File: src/sv/tkst_pkg.sv
// Package: sizes, codes and controller/datapath interface types for the key set table.
package tkst_pkg;

    localparam int CAPACITY  = 16;
    localparam int KEY_WIDTH = 32;
    localparam int IDX_W     = (CAPACITY > 1) ? $clog2(CAPACITY) : 1;
    localparam int CNT_W     = $clog2(CAPACITY + 1);

    localparam int OP_W      = 2;
    localparam int KVAL_W    = 32;
    localparam int STATUS_W  = 2;
    localparam int MCOUNT_W  = 5;

    localparam int IN_TDATA_W  = ((OP_W + KVAL_W + 7) / 8) * 8;
    localparam int OUT_TDATA_W = ((1 + STATUS_W + MCOUNT_W + 7) / 8) * 8;

    typedef logic [KEY_WIDTH-1:0] key_t;
    typedef logic [IDX_W-1:0]     idx_t;
    typedef logic [CNT_W-1:0]     cnt_t;

    typedef enum logic [OP_W-1:0] {
        OP_LOOKUP = 2'd0,
        OP_INSERT = 2'd1,
        OP_DELETE = 2'd2
    } op_t;

    typedef enum logic [STATUS_W-1:0] {
        ST_DONE      = 2'd0,
        ST_NO_CHANGE = 2'd1,
        ST_FULL      = 2'd2
    } status_t;

    // controller -> datapath
    typedef struct packed {
        logic load;    // latch request, restart scan
        logic scan;    // examine one entry
        logic commit;  // apply update, load result register
    } dp_cmd_t;

    // datapath -> controller
    typedef struct packed {
        logic scan_last;  // entry under scan is the last one
        logic out_hold;   // result register full and not taken
    } dp_stat_t;

endpackage

File: src/sv/tagged_key_set_table_top.sv
// Top level of the tagged key set table: stream ports, controller and datapath.
//
// Request channel (s_*): one word per request. s_tdata carries the operation
// (lookup, insert if absent, delete) and the key value; s_tuser carries the
// key kind. Result channel (m_*): one word per request with the presence
// flag, a status code (done, no change, table full) and the member count.
// Each request scans every entry of the table once through a single compare
// unit, one entry per cycle, then commits its update and loads its result
// word; a new request is taken only once the previous one has committed.
// Lookups never change the table; inserts go into the lowest free entry.
// Reset empties the table (valid bits and member count cleared at once) and
// leaves the result register empty; no clearing pass is needed.
// The result sits in an output register: the next request is accepted and
// scanned while it waits, and only the commit of that request waits for
// m_tready, so a stalled receiver holds the block one word behind.
module tagged_key_set_table_top
(
    input  logic                                clk,
    input  logic                                rst_n,
    input  logic                                s_tvalid,
    output logic                                s_tready,
    input  logic [tkst_pkg::IN_TDATA_W-1:0]     s_tdata,   // operation[1:0], key_value[33:2]
    input  logic                                s_tuser,   // key_kind[0]
    output logic                                m_tvalid,
    input  logic                                m_tready,
    output logic [tkst_pkg::OUT_TDATA_W-1:0]    m_tdata    // was_present[0], status[2:1],
                                                           // member_count[7:3]
);

    tkst_pkg::dp_cmd_t  cmd;
    tkst_pkg::dp_stat_t stat;

    tkst_ctrl u_ctrl
    (
        .clk       (clk),
        .rst_n     (rst_n),
        .req_valid (s_tvalid),
        .req_ready (s_tready),
        .stat      (stat),
        .cmd       (cmd)
    );

    tkst_datapath u_dp
    (
        .clk       (clk),
        .rst_n     (rst_n),
        .operation (s_tdata[tkst_pkg::OP_W-1:0]),
        .key_value (s_tdata[tkst_pkg::OP_W +: tkst_pkg::KVAL_W]),
        .key_kind  (s_tuser),
        .cmd       (cmd),
        .stat      (stat),
        .out_valid (m_tvalid),
        .out_ready (m_tready),
        .out_data  (m_tdata)
    );

endmodule

File: src/sv/tkst_ctrl.sv
// Controller: sequences request capture, entry scan and commit.
module tkst_ctrl
(
    input  logic               clk,
    input  logic               rst_n,
    input  logic               req_valid,
    output logic               req_ready,
    input  tkst_pkg::dp_stat_t stat,
    output tkst_pkg::dp_cmd_t  cmd
);

    typedef enum logic [1:0] {
        S_IDLE,
        S_SCAN,
        S_COMMIT
    } state_t;

    state_t state_reg;
    state_t state_next;
    logic   ready_reg;

    always_comb
    begin
        state_next = state_reg;
        cmd        = '0;
        case (state_reg)
            S_IDLE:
            begin
                if (req_valid && ready_reg)
                begin
                    cmd.load   = 1'b1;
                    state_next = S_SCAN;
                end
            end
            S_SCAN:
            begin
                cmd.scan = 1'b1;
                if (stat.scan_last)
                begin
                    state_next = S_COMMIT;
                end
            end
            S_COMMIT:
            begin
                // wait for the previous result word to leave
                if (!stat.out_hold)
                begin
                    cmd.commit = 1'b1;
                    state_next = S_IDLE;
                end
            end
            default:
            begin
                state_next = S_IDLE;
            end
        endcase
    end

    always_ff @(posedge clk or negedge rst_n)
    begin
        if (!rst_n)
        begin
            state_reg <= S_IDLE;
            ready_reg <= 1'b1;
        end
        else
        begin
            state_reg <= state_next;
            ready_reg <= (state_next == S_IDLE);
        end
    end

    assign req_ready = ready_reg;

endmodule

File: src/sv/tkst_datapath.sv
// Datapath: entry store, scan registers, member count and result register.
module tkst_datapath
(
    input  logic                                 clk,
    input  logic                                 rst_n,
    input  logic [tkst_pkg::OP_W-1:0]            operation,
    input  logic [tkst_pkg::KVAL_W-1:0]          key_value,
    input  logic                                 key_kind,
    input  tkst_pkg::dp_cmd_t                    cmd,
    output tkst_pkg::dp_stat_t                   stat,
    output logic                                 out_valid,
    input  logic                                 out_ready,
    output logic [tkst_pkg::OUT_TDATA_W-1:0]     out_data
);

    // entry store; valid bits are the only part cleared by reset
    tkst_pkg::key_t              value_mem [tkst_pkg::CAPACITY];
    logic                        kind_mem  [tkst_pkg::CAPACITY];
    logic [tkst_pkg::CAPACITY-1:0] valid_reg;

    logic [tkst_pkg::OP_W-1:0]   op_reg;
    tkst_pkg::key_t              key_reg;
    logic                        kind_reg;
    tkst_pkg::idx_t              idx_reg;
    logic                        hit_reg;
    tkst_pkg::idx_t              hit_idx_reg;
    logic                        free_reg;
    tkst_pkg::idx_t              free_idx_reg;
    tkst_pkg::cnt_t              total_reg;
    tkst_pkg::cnt_t              total_next;

    logic                        out_valid_reg;
    logic                        out_present_reg;
    tkst_pkg::status_t           out_status_reg;
    logic [tkst_pkg::MCOUNT_W-1:0] out_count_reg;

    logic                        match;
    logic                        wr_en;
    logic                        clr_en;
    tkst_pkg::status_t           status_next;

    assign match = valid_reg[idx_reg] && (kind_mem[idx_reg] == kind_reg)
                   && (value_mem[idx_reg] == key_reg);

    assign stat.scan_last = (idx_reg == tkst_pkg::IDX_W'(tkst_pkg::CAPACITY - 1));
    assign stat.out_hold  = out_valid_reg && !out_ready;

    // request capture and scan
    always_ff @(posedge clk or negedge rst_n)
    begin
        if (!rst_n)
        begin
            idx_reg  <= '0;
            hit_reg  <= 1'b0;
            free_reg <= 1'b0;
        end
        else if (cmd.load)
        begin
            idx_reg  <= '0;
            hit_reg  <= 1'b0;
            free_reg <= 1'b0;
        end
        else if (cmd.scan)
        begin
            idx_reg <= idx_reg + 1'b1;
            if (match)
            begin
                hit_reg <= 1'b1;
            end
            if (!valid_reg[idx_reg] && !free_reg)
            begin
                free_reg <= 1'b1;
            end
        end
    end

    always_ff @(posedge clk)
    begin
        if (cmd.load)
        begin
            op_reg   <= operation;
            key_reg  <= tkst_pkg::key_t'(key_value);
            kind_reg <= key_kind;
        end
        if (cmd.scan)
        begin
            if (match)
            begin
                hit_idx_reg <= idx_reg;
            end
            // keep the lowest free slot
            if (!valid_reg[idx_reg] && !free_reg)
            begin
                free_idx_reg <= idx_reg;
            end
        end
    end

    // commit decision
    always_comb
    begin
        wr_en       = 1'b0;
        clr_en      = 1'b0;
        total_next  = total_reg;
        status_next = tkst_pkg::ST_DONE;
        case (op_reg)
            tkst_pkg::OP_INSERT:
            begin
                if (hit_reg)
                begin
                    status_next = tkst_pkg::ST_NO_CHANGE;
                end
                else if (!free_reg)
                begin
                    status_next = tkst_pkg::ST_FULL;
                end
                else
                begin
                    wr_en      = 1'b1;
                    total_next = total_reg + 1'b1;
                end
            end
            tkst_pkg::OP_DELETE:
            begin
                if (hit_reg)
                begin
                    clr_en = 1'b1;
                    if (total_reg != '0)
                    begin
                        total_next = total_reg - 1'b1;
                    end
                end
                else
                begin
                    status_next = tkst_pkg::ST_NO_CHANGE;
                end
            end
            default:
            begin
                status_next = tkst_pkg::ST_DONE;  // lookup, and the unused code
            end
        endcase
    end

    always_ff @(posedge clk)
    begin
        if (cmd.commit && wr_en)
        begin
            value_mem[free_idx_reg] <= key_reg;
            kind_mem[free_idx_reg]  <= kind_reg;
        end
    end

    always_ff @(posedge clk or negedge rst_n)
    begin
        if (!rst_n)
        begin
            valid_reg <= '0;
            total_reg <= '0;
        end
        else if (cmd.commit)
        begin
            if (wr_en)
            begin
                valid_reg[free_idx_reg] <= 1'b1;
            end
            if (clr_en)
            begin
                valid_reg[hit_idx_reg] <= 1'b0;
            end
            total_reg <= total_next;
        end
    end

    // result register
    always_ff @(posedge clk or negedge rst_n)
    begin
        if (!rst_n)
        begin
            out_valid_reg <= 1'b0;
        end
        else if (cmd.commit)
        begin
            out_valid_reg <= 1'b1;
        end
        else if (out_ready)
        begin
            out_valid_reg <= 1'b0;
        end
    end

    always_ff @(posedge clk)
    begin
        if (cmd.commit)
        begin
            out_present_reg <= hit_reg;
            out_status_reg  <= status_next;
            out_count_reg   <= tkst_pkg::MCOUNT_W'(total_next);
        end
    end

    assign out_valid = out_valid_reg;
    assign out_data  = tkst_pkg::OUT_TDATA_W'({out_count_reg, out_status_reg, out_present_reg});

endmodule

File: config.mk
export PLATFORM = sky130hd
export DESIGN_NAME = tagged_key_set_table_top
export DESIGN_NICKNAME = d
export VERILOG_FILES = /design/src/sv/tkst_pkg.sv /design/src/sv/tagged_key_set_table_top.sv /design/src/sv/tkst_ctrl.sv /design/src/sv/tkst_datapath.sv
export SDC_FILE = /design/constraint.sdc
export NUM_CORES = 1
export LEC_CHECK = 0
export BUFFER_PORTS_ARGS = -buffer_cell sky130_fd_sc_hd__buf_2
export CAP_MARGIN = 20
export CORE_MARGIN = 4
export CORE_UTILIZATION = 55
export CTS_CLUSTER_SIZE = 40
export DETAILED_ROUTE_END_ITERATION = 7
export PLACE_DENSITY = 0.71
export SYNTH_ARGS = -nofsm -noshare
export SYNTH_HDL_FRONTEND = slang
export SYNTH_HIERARCHICAL = 1
export SYNTH_SLANG_ARGS = --single-unit
export TNS_END_PERCENT = 50
File: constraint.sdc
create_clock -name clk -period 7.7 [get_ports clk]
set_input_delay 1.155 -clock clk [delete_from_list [all_inputs] [get_ports clk]]
set_output_delay 1.155 -clock clk [all_outputs]
set_load 0.05 [all_outputs]
* Word-level counts from Yosys, hierarchy flattened *
Memories as Yosys holds them, arrays and structs flattened.
Index checks and enable logic that the tools add are counted.
Widths: inputs -> output; s select.

cells by class
  add/sub/neg operators = 3
  magnitude comparators = 5
  eq/ne operators = 7
  multiplexer cells = 44
  bitwise gates (word level) = 3
  reduce and logical (&&, ||, !) cells = 22

operators by type and width
  cell                 number
  $mux 16              3
  $eq 32x32->1         1
  $mux 1               24
  $mux 5               4
  $and 16x16->16       1
  $not 16->16          1
  $or 16x16->16        1
  $lt 4x5->1 const B   3
  $mux 2               5
  $pmux 5 s2           1
  $demux 1 s4          2
  $ge 4x1->1 const B   2
  $logic_and 1x1->1    8
  $mux 4               2
  $reduce_and 2->1     4
  $reduce_bool 2->1    4
  $pmux 2 s3           1
  $add 5x1->5 const B  1
  $reduce_bool 5->1    1
  $sub 5x1->5 const B  1
  $add 4x1->4 const B  1
  $bmux 1 s4           1
  $eq 2x1->1 const B   2
  $eq 2x2->1 const B   2
  other kinds (5)      8

word-level totals
  bits in registers = 82
  memory bits (writable) = 528
  output and inout port bits = 10
  memories kept = 2

memories
  name            depth  width  read ports  clocked after memory_dff  write ports  RTL line             RTL
  u_dp.value_mem  16     32     1           0                         1            tkst_datapath.sv:17  tkst_pkg::key_t value_mem [tkst_pkg::CAPACITY];
  u_dp.kind_mem   16     1      1           0                         1            tkst_datapath.sv:18  logic kind_mem [tkst_pkg::CAPACITY];

* Longest topological paths before layout *
Gate-level depths: netlist of run 1.

  depth after elaboration = 9
  mapped depth = 13

* Modules after synthesis *
The synthesis of run 1 kept the hierarchy.

modules (own cells, without submodules)
  module         times used  cells each  area each (um^2)  sequential area each (um^2)
  tkst_datapath  1           1281        24523.5           18087.3
  tkst_ctrl      1           14          147.6             76.3

* Least setup slack after synthesis of run 1 *
OpenSTA, ideal clock, no wires.

  kind = input to register
  from = in m_tready
  to = mem u_dp.kind_mem[0], enable pin
  arrival time = 4.979 ns
  required time = 7.233 ns
  slack = 2.254 ns
  stages = 5
  buffers on the path = 0
  cells stage by stage = nor2b_1 nor3b_1 nand3_1 or3_1 nor3_1

RTL lines
  element             RTL line                        RTL
  start: declaration  tagged_key_set_table_top.sv:25  input logic m_tready,
  end: declaration    tkst_datapath.sv:18

* Final worst setup path of run 1 *
  from = reg u_dp.idx_reg[0]
  to = reg u_dp.hit_idx_reg[1], enable pin

between the ends
  cells in the longest elaborated chain, start to end = 5
  elaborated cells between the ends (all ways) = 9

ends and longest elaborated chain
  element                                                RTL line             RTL
  start: declaration                                     tkst_datapath.sv:24  tkst_pkg::idx_t idx_reg;
  start signal: assignment                               tkst_datapath.sv:65  idx_reg <= idx_reg + 1'b1;
  branches (longest 3 deep; another with $mem_v2 16x32)  n/a
  $logic_and 1x1->1 (*)                                  tkst_datapath.sv:43  && (value_mem[idx_reg] == key_reg);
  $reduce_and 2->1 (no line) (*)                         n/a
  end signal: assignment                                 tkst_datapath.sv:89  hit_idx_reg <= idx_reg;
  end: declaration                                       tkst_datapath.sv:26  tkst_pkg::idx_t hit_idx_reg;

Mark *: on every way between the ends. The select of a mux whose other input is x is not followed.
A chain may end at the register's enable or synchronous reset.

==> summary.txt, run 1 <==
Setup path
  • Worst reg2reg path endpoint: u_dp/hit_idx_reg[1]
  • Worst path required time: between 7 and 8 ns
  • Crit-path max cell delay: around 1 ns
  • Register-to-Register Path Depth: 8
  • R2R Path Start: u_dp/idx_reg[0]
  • Crit path max-delay family: simple AND/OR/NAND/NOR gates
  • Nature of the critical path endpoint: flop
  • FF-to-FF setup slack: a little under 3 ns
  • Worst Setup Path Type: reg2reg
  • CP max-delay cell: dfrtp_4
  • CP bufs+invs: 1
  • Max FO, Critical Path: 42
  • Crit-path cells: buf_4 > mux4_2 > a22o_1 > a221oi_1 > xnor2_1 > nor4_1 > nand4_1 > nor4_2
  • Crit path DAT: 5.01 ns
  • Startpoint types: flop

Timing
  • Skew final: ~0.024 ns
  • Fmax achieved: roughly 0.21 GHz
  • Final Slew Violations: 0
  • Slew @ Worst Pin: roughly 1 ns
  • Max-slew headroom: 33.0%
  • Crit path time final: approximately 4.8 ns
  • Worst hold slack: 0.505 ns
  • Setup tns final: 0 ns
  • Endpoints failing setup: 0
  • Final-report hold violation count: 0
  • Crit share post-route: between 60% and 70%
  • Worst setup margin: 2.94 ns
  • RSZ-0062 raised after global routing: false

Clocking
  • Worst-path clk slew: approximately 0.060 ns
  • Clock sinks: 610
  • # resized after CTS: 0
  • Maximum clock insertion buffer count: 3
  • CTS H-Tree Depth: 2
  • Root buf cell: clkbuf_16
  • Clk_lat worst skew: around 0.63 ns
  • Cts hold-fix bufs: 0
  • CTS tree: yes
  • Num CTS Buffers: between 50 and 60
  • Post-CTS setup buffers: 0

Yosys
  • Distinct cells, synth: roughly 70
  • Largest area contributor in the netlist: edfxtp_1
  • Mean Syn Cell Area: about 19 sq um
  • Post-synthesis async set-or-reset flop share: under 10%
  • Largest cells by area after synthesis: edfxtp_1, mux4_2, dfrtp_1, mux2i_1, xnor2_1
  • Mapped Nets: approximately 1300
  • Top FF cell, synth: edfxtp_1
  • Mapped Cells: 1295
  • Register area share after synthesis: between 70% and 80%
  • Yosys warns: 6
  • EDFF count, synth: roughly 580
  • Mapped cell area: approximately 25000 sq um
  • Post-synth top area share: 70.5%
  • Number of synthesized register bits: 610

Routing
  • Via count: between 10000 and 15000
  • Antenna Nets Post-Route: 0
  • DR vias/cell: between 6 and 7
  • Pre-antenna DRT Iters: 6
  • Routed WL per cell: 28.2 um
  • Residual DRC count: 0
  • Drt first-iter violations: 1448
  • WL final: 57100 um

Power and ir drop
  • Static Leak: 0.00903 uW
  • Power Density: 333 nW/um^2
  • VDD IR max: 0.203 mV

GRT
  • Total gr overflow: 0
  • Largest net degree at the start of global routing: 55
  • GRT Overall Usage: ~24%
  • Global-route wire length before repair: approximately 85000 um
  • Vias in the first global route: between 10000 and 15000
  • Antenna violations before repair: 0

Floorplanning
  • Core area: roughly 44000 sq um
  • Die Area: just under 50000 sq um
  • I/O pins: 55
  • Die width: 220 um
  • Row count: 77
  • Initial core utilization: 55.7%
  • Die Ht: 220 um

Placed design
  • Worst slack, placed: slightly below 3 ns
  • I/O Buffers: 48
  • RePlAce Congestion: 0.918
  • Final HPWL DP: roughly 34000 um

Worst hold path
  • HP Class: reg2reg
  • Hold wc startpoint: u_dp/valid_reg[14]
  • Hold depth: 1
  • Hold endpoint: u_dp/valid_reg[14]

Layout
  • Number of flip-flops in the largest register: around 510
  • Most common cell after layout, fill and taps aside: edfxtp_1
  • Ant. Diodes: 0
  • Layout cells sized above 1: a little under a quarter
  • Final nets: approximately 1400
  • Fillers: about 3100
  • Most frequent cells in the layout: edfxtp_1, mux4_2, mux2i_1
  • Area Growth Syn to Fin: 11.8%

Run
  • Max cap viols: 0

Run status
  • Status: finished clean
[cell families (layout without fill, tap and decap cells)]
group / count (synthesis) / count (layout) / synth area share (%)
adders and majority gates: 5 / 5 / 0.254
muxes: 196 / 196 / 14.3
AOI/OAI and AO/OA: 147 / 147 / 4.31
DFF: 610 / 610 / 73.6
xor gates and xnor gates: 37 / 37 / 1.31
buffers and inverters: 88 / 228 / 1.80
and+or+nand+nor: 212 / 212 / 4.45
[Yosys cell counts (all sizes together) (17+ instances only)]
cell / count
xnor2: 28
clkbuf: 20
nand2: 37
mux2i: 60
nor3: 17
edfxtp: 579
inv: 28
mux4: 122
dfrtp: 30
nor2: 60
buf: 40
o21ai: 20
[metal layers]
layer / GRT usage, % / share of wire, % / wire (um) / vias up
li1: - / - / - / 5497
met1: 34.8 / 41 / 23700 / 6745
met2: 37.9 / 48 / 27200 / 554
met3: 4.65 / 7.9 / 4530 / 101
met4: 7.77 / 3.0 / 1700 / 0
met5: 0 / 0 / 0 / -
[per-stage QoR]
step / instance area (sq um) / instances / power [uW] / util, %
2_1_floorplan: 24700 / 1295 / 5830 / -
3_3_place_gp: 25800 / 1919 / 6540 / 58.2
3_5_place_dp: 25800 / 1919 / 6550 / 58.2
4_1_cts: 27600 / 2027 / 9250 / 62.2
5_1_grt: 27600 / 2027 / 9600 / 62.2
6_report: 27600 / 2027 / 9190 / 62.2
[area by class of cell]
type	instances	area, sq um	area share, %
flip-flops and latches	610	18200	65.9
multi-input cells	597	6190	22.4
clock buffers	78	1550	5.61
well taps	592	741	2.69
repair buffers	92	571	2.07
clock inverters	30	254	0.921
inverters	28	105	0.381
[worst max-delay path by stage]
stage                               end  cells past startpoint             from
finish              u_dp/hit_idx_reg[1]                      8  u_dp/idx_reg[0]
global route        u_dp/hit_idx_reg[0]                      8  u_dp/idx_reg[0]
CTS                 u_dp/hit_idx_reg[0]                      8  u_dp/idx_reg[0]
detailed placement  u_dp/hit_idx_reg[0]                      8  u_dp/idx_reg[0]
global placement    u_dp/hit_idx_reg[1]                      8  u_dp/idx_reg[0]
floorplan              u_dp/kind_mem[0]                      5         m_tready
[worst register-to-register path, cell delays in order (launching register included)]
cell and delay, ns:
dfrtp_4 0.99, buf_4 0.56, mux4_2 0.58, a22o_1 0.24
a221oi_1 0.27, xnor2_1 0.18, nor4_1 0.71, nand4_1 0.25
nor4_2 0.62
[where the power goes]
part / internal, uW / switching (uW) / total (uW)
clock: 1510 / 1180 / 2700
combinational: 1100 / 1410 / 2520
sequential: 3740 / 232 / 3980
Power figures use the tool's default switching activity.
==> inputs of run 2 (changes only) <==
ABC_AREA = 1   (was default)
PLACE_DENSITY = 0.74   (was 0.71)
clock period = 4.1 ns   (was 7.7 ns; I/O delays follow)
==> run 2 against run 1 <==
  * Largest cell class unchanged
  * Worst setup slack got worse by 2.4 ns
  * Routed wire length rose by 8.0%
  * Synthesized cell count rose by 89%
  * Sequential cell count did not move
  * Clock skew fell by 0.0045 ns
  * Critical endpoint is now u_dp/hit_idx_reg[3]
  * Die area rose by 5.2%
==> summary.txt, run 2 <==
Run status
  • Status: finished clean

Routing
  • Antenna Nets Post-Route: 0 (unchanged)
  • Pre-antenna DRT Iters: 6 (unchanged)
  • Residual DRC count: 0 (unchanged)
  • Via count: 17819 (+38%)
  • DR vias/cell: 5.64 (-11%)
  • Routed WL per cell: 19.5 um (-31%)
  • WL final: 61700 um (+8.0%)
  • Drt first-iter violations: 2198 (+52%)

Timing
  • Worst hold slack: 0.0471 ns (-0.458 ns)
  • Slew @ Worst Pin: 0.915 ns (-0.0850 ns)
  • Max-slew headroom: 39.0% (+6.0 points)
  • RSZ-0062 raised after global routing: false
  • Final Slew Violations: 0 (unchanged)
  • Endpoints failing setup: 0 (unchanged)
  • Crit share post-route: 86.9% (+25 points)
  • Fmax achieved: 0.281 GHz (+34%)
  • Worst setup margin: 0.538 ns (-2.40 ns)
  • Skew final: 0.0198 ns (-0.00447 ns)
  • Crit path time final: 3.56 ns (-1.20 ns)
  • Final-report hold violation count: 0 (unchanged)
  • Setup tns final: 0 ns (unchanged)

Floorplanning
  • Initial core utilization: 55.7% (about the same)
  • Row count: 79 (+2.6%)
  • Die Area: 50800 sq um (+5.2%)
  • Die Ht: 225 um (+2.5%)
  • I/O pins: 55 (unchanged)
  • Die width: 225 um (+2.5%)
  • Core area: 46700 sq um (+5.3%)

Clocking
  • Post-CTS setup buffers: 0 (unchanged)
  • Num CTS Buffers: 60 (+1.7%)
  • Maximum clock insertion buffer count: 3 (unchanged)
  • # resized after CTS: 0 (unchanged)
  • CTS tree: yes
  • Worst-path clk slew: 0.06 ns (about the same)
  • CTS H-Tree Depth: 2 (unchanged)
  • Clock sinks: 610 (unchanged)
  • Cts hold-fix bufs: 0 (unchanged)
  • Root buf cell: clkbuf_16
  • Clk_lat worst skew: 0.63 ns (about the same)

Yosys
  • Most frequent cells after synthesis: nand2_1, edfxtp_1, nor2_1
  • Mapped Nets: 2495 (+86%)
  • Largest area contributor in the netlist: edfxtp_1
  • EDFF count, synth: 579 (unchanged)
  • Yosys warns: 6 (unchanged)
  • Top FF cell, synth: edfxtp_1
  • Distinct cells, synth: 37 (-48%)
  • Mean Syn Cell Area: 10.6 sq um (-44%)
  • Number of synthesized register bits: 610 (unchanged)
  • Register area share after synthesis: 69.9% (-3.7 points)
  • Largest cells by area after synthesis: edfxtp_1, nand2_1, nor2_1, nand3_1, inv_1
  • Mapped cell area: 26000 sq um (+5.4%)
  • Top-count cell post-synth: nand2_1
  • Mapped Cells: 2445 (+89%)
  • Post-synthesis async set-or-reset flop share: 5.08% (unchanged)
  • Post-synth top area share: 66.9% (-3.6 points)

Setup path
  • Crit-path max cell delay: 0.56 ns (-0.43 ns)
  • Max FO, Critical Path: 71 (+69%)
  • Worst reg2reg path endpoint: u_dp/hit_idx_reg[3]
  • Crit path DAT: 3.83 ns (-1.18 ns)
  • Startpoint types: flop
  • Crit-path cells: inv_6 > buf_4 > nand2_1 > nand3_1 > nand2_1 > nand2_1 > nand2_1 > inv_1 > nand2_1 > nand2_1 > nand4_1 > nor4_1 > nand3_1 > nor2_1
  • R2R Path Start: u_dp/idx_reg[0]
  • CP dominant cell by count: nand2_1
  • Worst path required time: 4.36 ns (-3.59 ns)
  • FF-to-FF setup slack: 0.54 ns (-2.40 ns)
  • CP startpoint: u_dp/idx_reg[0]
  • CP max-delay cell: dfrtp_4
  • Worst Setup Path Type: reg2reg
  • Register-to-Register Path Depth: 14 (+6)
  • Nature of the critical path endpoint: flop

Layout
  • Number of flip-flops in the largest register: 512 (unchanged)
  • Footprint of the multi-input gates: 6390 sq um (+3.3%)
  • Ant. Diodes: 0 (unchanged)
  • Most frequent cells in the layout: nand2_1, edfxtp_1, nor2_1
  • Fillers: 3523 (+13%)
  • Fin util: 62.5% (+0.28 points)
  • Sequential cell area: 18200 sq um (about the same)
  • Area Growth Syn to Fin: 12.2%
  • Layout cells sized above 1: 8.82% (-14 points)
  • Final nets: 2551 (+77%)
  • Most common cell after layout, fill and taps aside: nand2_1

Power and ir drop
  • Power Density: 660 nW/um^2 (+98%)
  • Overall power consumption: 19200 uW (+110%)
  • VDD IR max: 0.408 mV (+100%)
  • Static Leak: 0.0116 uW (+28%)

Worst hold path
  • HP Class: in2async

GRT
  • Antenna violations before repair: 0 (unchanged)
  • Vias in the first global route: 17380 (+36%)
  • GRT Overall Usage: 24.4% (+0.27 points)
  • Largest net degree at the start of global routing: 98 (+78%)
  • Global-route wire length before repair: 96400 um (+14%)
  • Total gr overflow: 0 (unchanged)

Placed design
  • Worst slack, placed: 0.628 ns (-2.28 ns)
  • RePlAce Congestion: 0.903 (-1.6%)
  • I/O Buffers: 48 (unchanged)
  • Final HPWL DP: 34200 um (+0.75%)

Run
  • Max cap viols: 0 (unchanged)
==> run 2: cells by family (layout without fill, tap and decap cells) <==
kind of cell / count (synthesis) / in the layout / synth area share, %
AOI/OAI and AO/OA: 212 / 212 / 4.35
adders and majority gates: 5 / 5 / 0.241
xor gates and xnor gates: 5 / 5 / 0.168
DFF: 610 / 610 / 69.9
and+or+nand+nor: 1248 / 1248 / 19.3
buffers and inverters: 365 / 471 / 6.04
==> run 2: metal layers <==
layer | share of wire [%] | up-vias | track usage (%)
li1 | - | 8252 | -
met1 | 40 | 8574 | 33.0
met2 | 48 | 830 | 40.4
met3 | 8.3 | 163 | 3.66
met4 | 3.7 | 0 | 9.25
met5 | 0 | - | 0
==> run 2: worst max-delay path by stage <==
stage	endpoint	slack (ns)	cells after the start
after floorplan	u_dp/kind_mem[12]	0.05	7
after global placement	u_dp/hit_idx_reg[3]	0.70	14
after detailed placement	u_dp/hit_idx_reg[3]	0.63	14
after CTS	u_dp/hit_idx_reg[3]	0.62	14
after global routing	u_dp/hit_idx_reg[3]	0.34	14
final	u_dp/hit_idx_reg[3]	0.54	14
==> run 2: worst max-delay path: cells and delay by family (launching register included) <==
family        cells  cell delay [ns]
buf+inv           3             1.07
simple gates     11             1.55
flops             1             0.56
==> run 2: metrics by stage <==
| stage | cells | instance area (sq um) |
|---|---|---|
| 2_1_floorplan | 2445 | 26000 |
| 3_3_place_gp | 3045 | 27100 |
| 3_5_place_dp | 3045 | 27100 |
| 4_1_cts | 3157 | 29100 |
| 5_1_grt | 3158 | 29200 |
| 6_report | 3158 | 29200 |
==> run 2: area by class of cell <==
type                            instances  share of cell area (%)
Multi-Input combinational cell       1470                    21.9
Clock inverter                         46                    1.67
Tap cell                              607                    2.60
Inverter                              256                    3.32
Timing Repair Buffer                  103                    2.93
Clock buffer                           66                    5.26
Sequential cell                       610                    62.3
==> run 2: power breakdown <==
part           leakage (uW)  total (uW)  switching, uW  internal, uW
combinational       0.00496        6200           4380          1820
sequential          0.00560        7420            309          7110
clock              0.000994        5620           2300          3320
total                0.0116       19200           6990         12200
==> inputs of run 3 (changes only) <==
CORE_UTILIZATION = 35   (was 55)
CTS_BUF_LIST = sky130_fd_sc_hd__clkbuf_8 sky130_fd_sc_hd__clkbuf_16   (was default)
PLACE_DENSITY = default   (was 0.74)
==> run 3 against run 2 <==
  * Sequential share of layout area down 1.0 points
  * Clock-buffer cell count unchanged
  * Power down 0.71%
  * First-iteration DRC count down 27%
  * Hold slack worse by 0.010 ns
  * Core utilization down 22 points
  * Maximum frequency up 3.0%
  * Sequential power about the same
  * Cell count up 12%
  * Sequential cell count unchanged
  * Critical path type unchanged
  * Largest cell class unchanged
==> summary.txt, run 3 (synthesized netlist as in run 2, its figures left out) <==
Routing
  • Routed WL per cell: 18.2 um (-6.6%)
  • Drt first-iter violations: 1609 (-27%)
  • Residual DRC count: 0 (unchanged)
  • Antenna Nets Post-Route: 0 (unchanged)
  • DR vias/cell: 4.85 (-14%)
  • Via count: 17128 (-3.9%)
  • WL final: 64400 um (+4.4%)
  • Pre-antenna DRT Iters: 6 (unchanged)

Clocking
  • Clk_lat worst skew: 0.63 ns (about the same)
  • Post-CTS setup buffers: 0 (unchanged)
  • CTS H-Tree Depth: 2 (unchanged)
  • # resized after CTS: 0 (unchanged)
  • Maximum clock insertion buffer count: 3 (unchanged)
  • Num CTS Buffers: 61 (+1.7%)
  • CTS tree: yes
  • Clock sinks: 610 (unchanged)
  • Root buf cell: clkbuf_16
  • Cts hold-fix bufs: 0 (unchanged)
  • Worst-path clk slew: 0.06 ns (about the same)

Setup path
  • Crit-path max cell delay: 0.69 ns (+0.13 ns)
  • CP max-delay cell: dfrtp_4
  • Max FO, Critical Path: 62 (-13%)
  • Worst Setup Path Type: reg2reg
  • Crit path max-delay family: simple AND/OR/NAND/NOR gates
  • CP startpoint: u_dp/idx_reg[0]
  • Crit path DAT: 3.80 ns (-0.03 ns)
  • Startpoint types: flop
  • Worst path required time: 4.44 ns (+0.08 ns)
  • FF-to-FF setup slack: 0.64 ns (+0.10 ns)
  • Worst reg2reg path endpoint: u_dp/hit_idx_reg[0]
  • R2R Path Start: u_dp/idx_reg[0]
  • Levels on crit path: 15 (+1)
  • Crit-path cells: inv_6 > buf_12 > nand2_1 > nand3_1 > nand2_1 > nand2_1 > nand2_1 > inv_1 > nand2_1 > nand2_1 > nand4_1 > nor4_1 > nand3_1 > nor2_1 > buf_4
  • Nature of the critical path endpoint: flop
  • Register-to-Register Path Depth: 15 (+1)
  • CP dominant cell by count: nand2_1
  • Critical path capture point: u_dp/hit_idx_reg[0]
  • CP bufs+invs: 4 (+1)

Run status
  • Status: finished clean

Timing
  • Worst setup margin: 0.642 ns (+0.104 ns)
  • Max-slew headroom: 47.9% (+8.9 points)
  • Final Slew Violations: 0 (unchanged)
  • Crit share post-route: 84.3% (-2.5 points)
  • Setup tns final: 0 ns (unchanged)
  • Skew final: 0.0130 ns (-0.00674 ns)
  • Fmax achieved: 0.289 GHz (+3.0%)
  • RSZ-0062 raised after global routing: false
  • Crit path time final: 3.46 ns (-0.104 ns)
  • Final-report hold violation count: 0 (unchanged)
  • Endpoints failing setup: 0 (unchanged)
  • Slew @ Worst Pin: 0.779 ns (-0.136 ns)

Floorplanning
  • I/O pins: 55 (unchanged)
  • Initial core utilization: 35.4% (-20 points)
  • Row count: 99 (+25%)
  • Die width: 281 um (+24%)
  • Die Ht: 281 um (+24%)
  • Die Area: 78700 sq um (+55%)
  • Core area: 73300 sq um (+57%)

Run
  • Max cap viols: 0 (unchanged)

Power and ir drop
  • VDD IR max: 0.434 mV (+6.5%)
  • Power Density: 644 nW/um^2 (-2.3%)
  • Static Leak: 0.0117 uW (+1.0%)
  • Overall power consumption: 19100 uW (-0.71%)

Placed design
  • Final HPWL DP: 37200 um (+8.8%)
  • RePlAce Congestion: 0.817 (-9.6%)
  • I/O Buffers: 48 (unchanged)
  • Worst slack, placed: 0.711 ns (+0.0833 ns)

Layout
  • Most frequent cells in the layout: nand2_1, edfxtp_1, nor2_1
  • Most common cell after layout, fill and taps aside: nand2_1
  • Number of flip-flops in the largest register: 512 (unchanged)
  • Layout cells sized above 1: 9.33% (+0.51 points)
  • Area Growth Syn to Fin: 14.1%
  • Final nets: 2568 (+0.67%)
  • Ant. Diodes: 0 (unchanged)

GRT
  • Global-route wire length before repair: 98500 um (+2.2%)
  • GRT Overall Usage: 16.2% (-8.1 points)
  • Total gr overflow: 0 (unchanged)
  • Antenna violations before repair: 0 (unchanged)
  • Vias in the first global route: 16793 (-3.4%)
  • Largest net degree at the start of global routing: 94 (-4.1%)

Worst hold path
  • HP Class: in2async
-- run 3: where the power goes --
group / internal, uW / total, uW / switching, uW
clock: 3080 / 5400 / 2320
combinational: 1900 / 6270 / 4370
sequential: 7110 / 7430 / 315
total: 12100 / 19100 / 7010
-- run 3: per-stage QoR --
step                hold slack (ns)  area [sq um]  util [%]  std cells
finish                       0.0370         29700      40.4       3530
global route                 0.0835         29700      40.4       3530
CTS                          0.0324         29700      40.4       3530
detailed placement            0.520         27700      37.8       3414
global placement              0.505         27700      37.8       3414
floorplan                     0.319         26000         -       2445
-- run 3: cell type report --
class / instances / area (sq um)
Fill cell: 6963 / 43700
Sequential cell: 610 / 18200
Inverter: 256 / 967
Clock buffer: 66 / 1620
Multi-Input combinational cell: 1470 / 6390
Timing Repair Buffer: 119 / 961
Clock inverter: 50 / 344
Tap cell: 959 / 1200
-- run 3: worst min-delay path by stage --
stage                             startpoint                   to  cells after the start
after floorplan                        rst_n  u_ctrl/state_reg[0]                      0
after global placement    u_dp/valid_reg[11]   u_dp/valid_reg[11]                      2
after detailed placement   u_dp/valid_reg[4]    u_dp/valid_reg[4]                      2
after CTS                              rst_n    u_dp/valid_reg[1]                      1
after global routing                   rst_n    u_dp/valid_reg[3]                      1
final                                  rst_n    u_dp/valid_reg[1]                      1
-- run 3: per-layer routing --
layer  global-route usage, %  wire length [um]  vias up
met1                    21.4             28300     8279
met2                    27.4             30800      445
li1                        -                 -     8294
met4                    5.95              2120        0
met5                       0                 0        -
met3                    2.33              3160      110
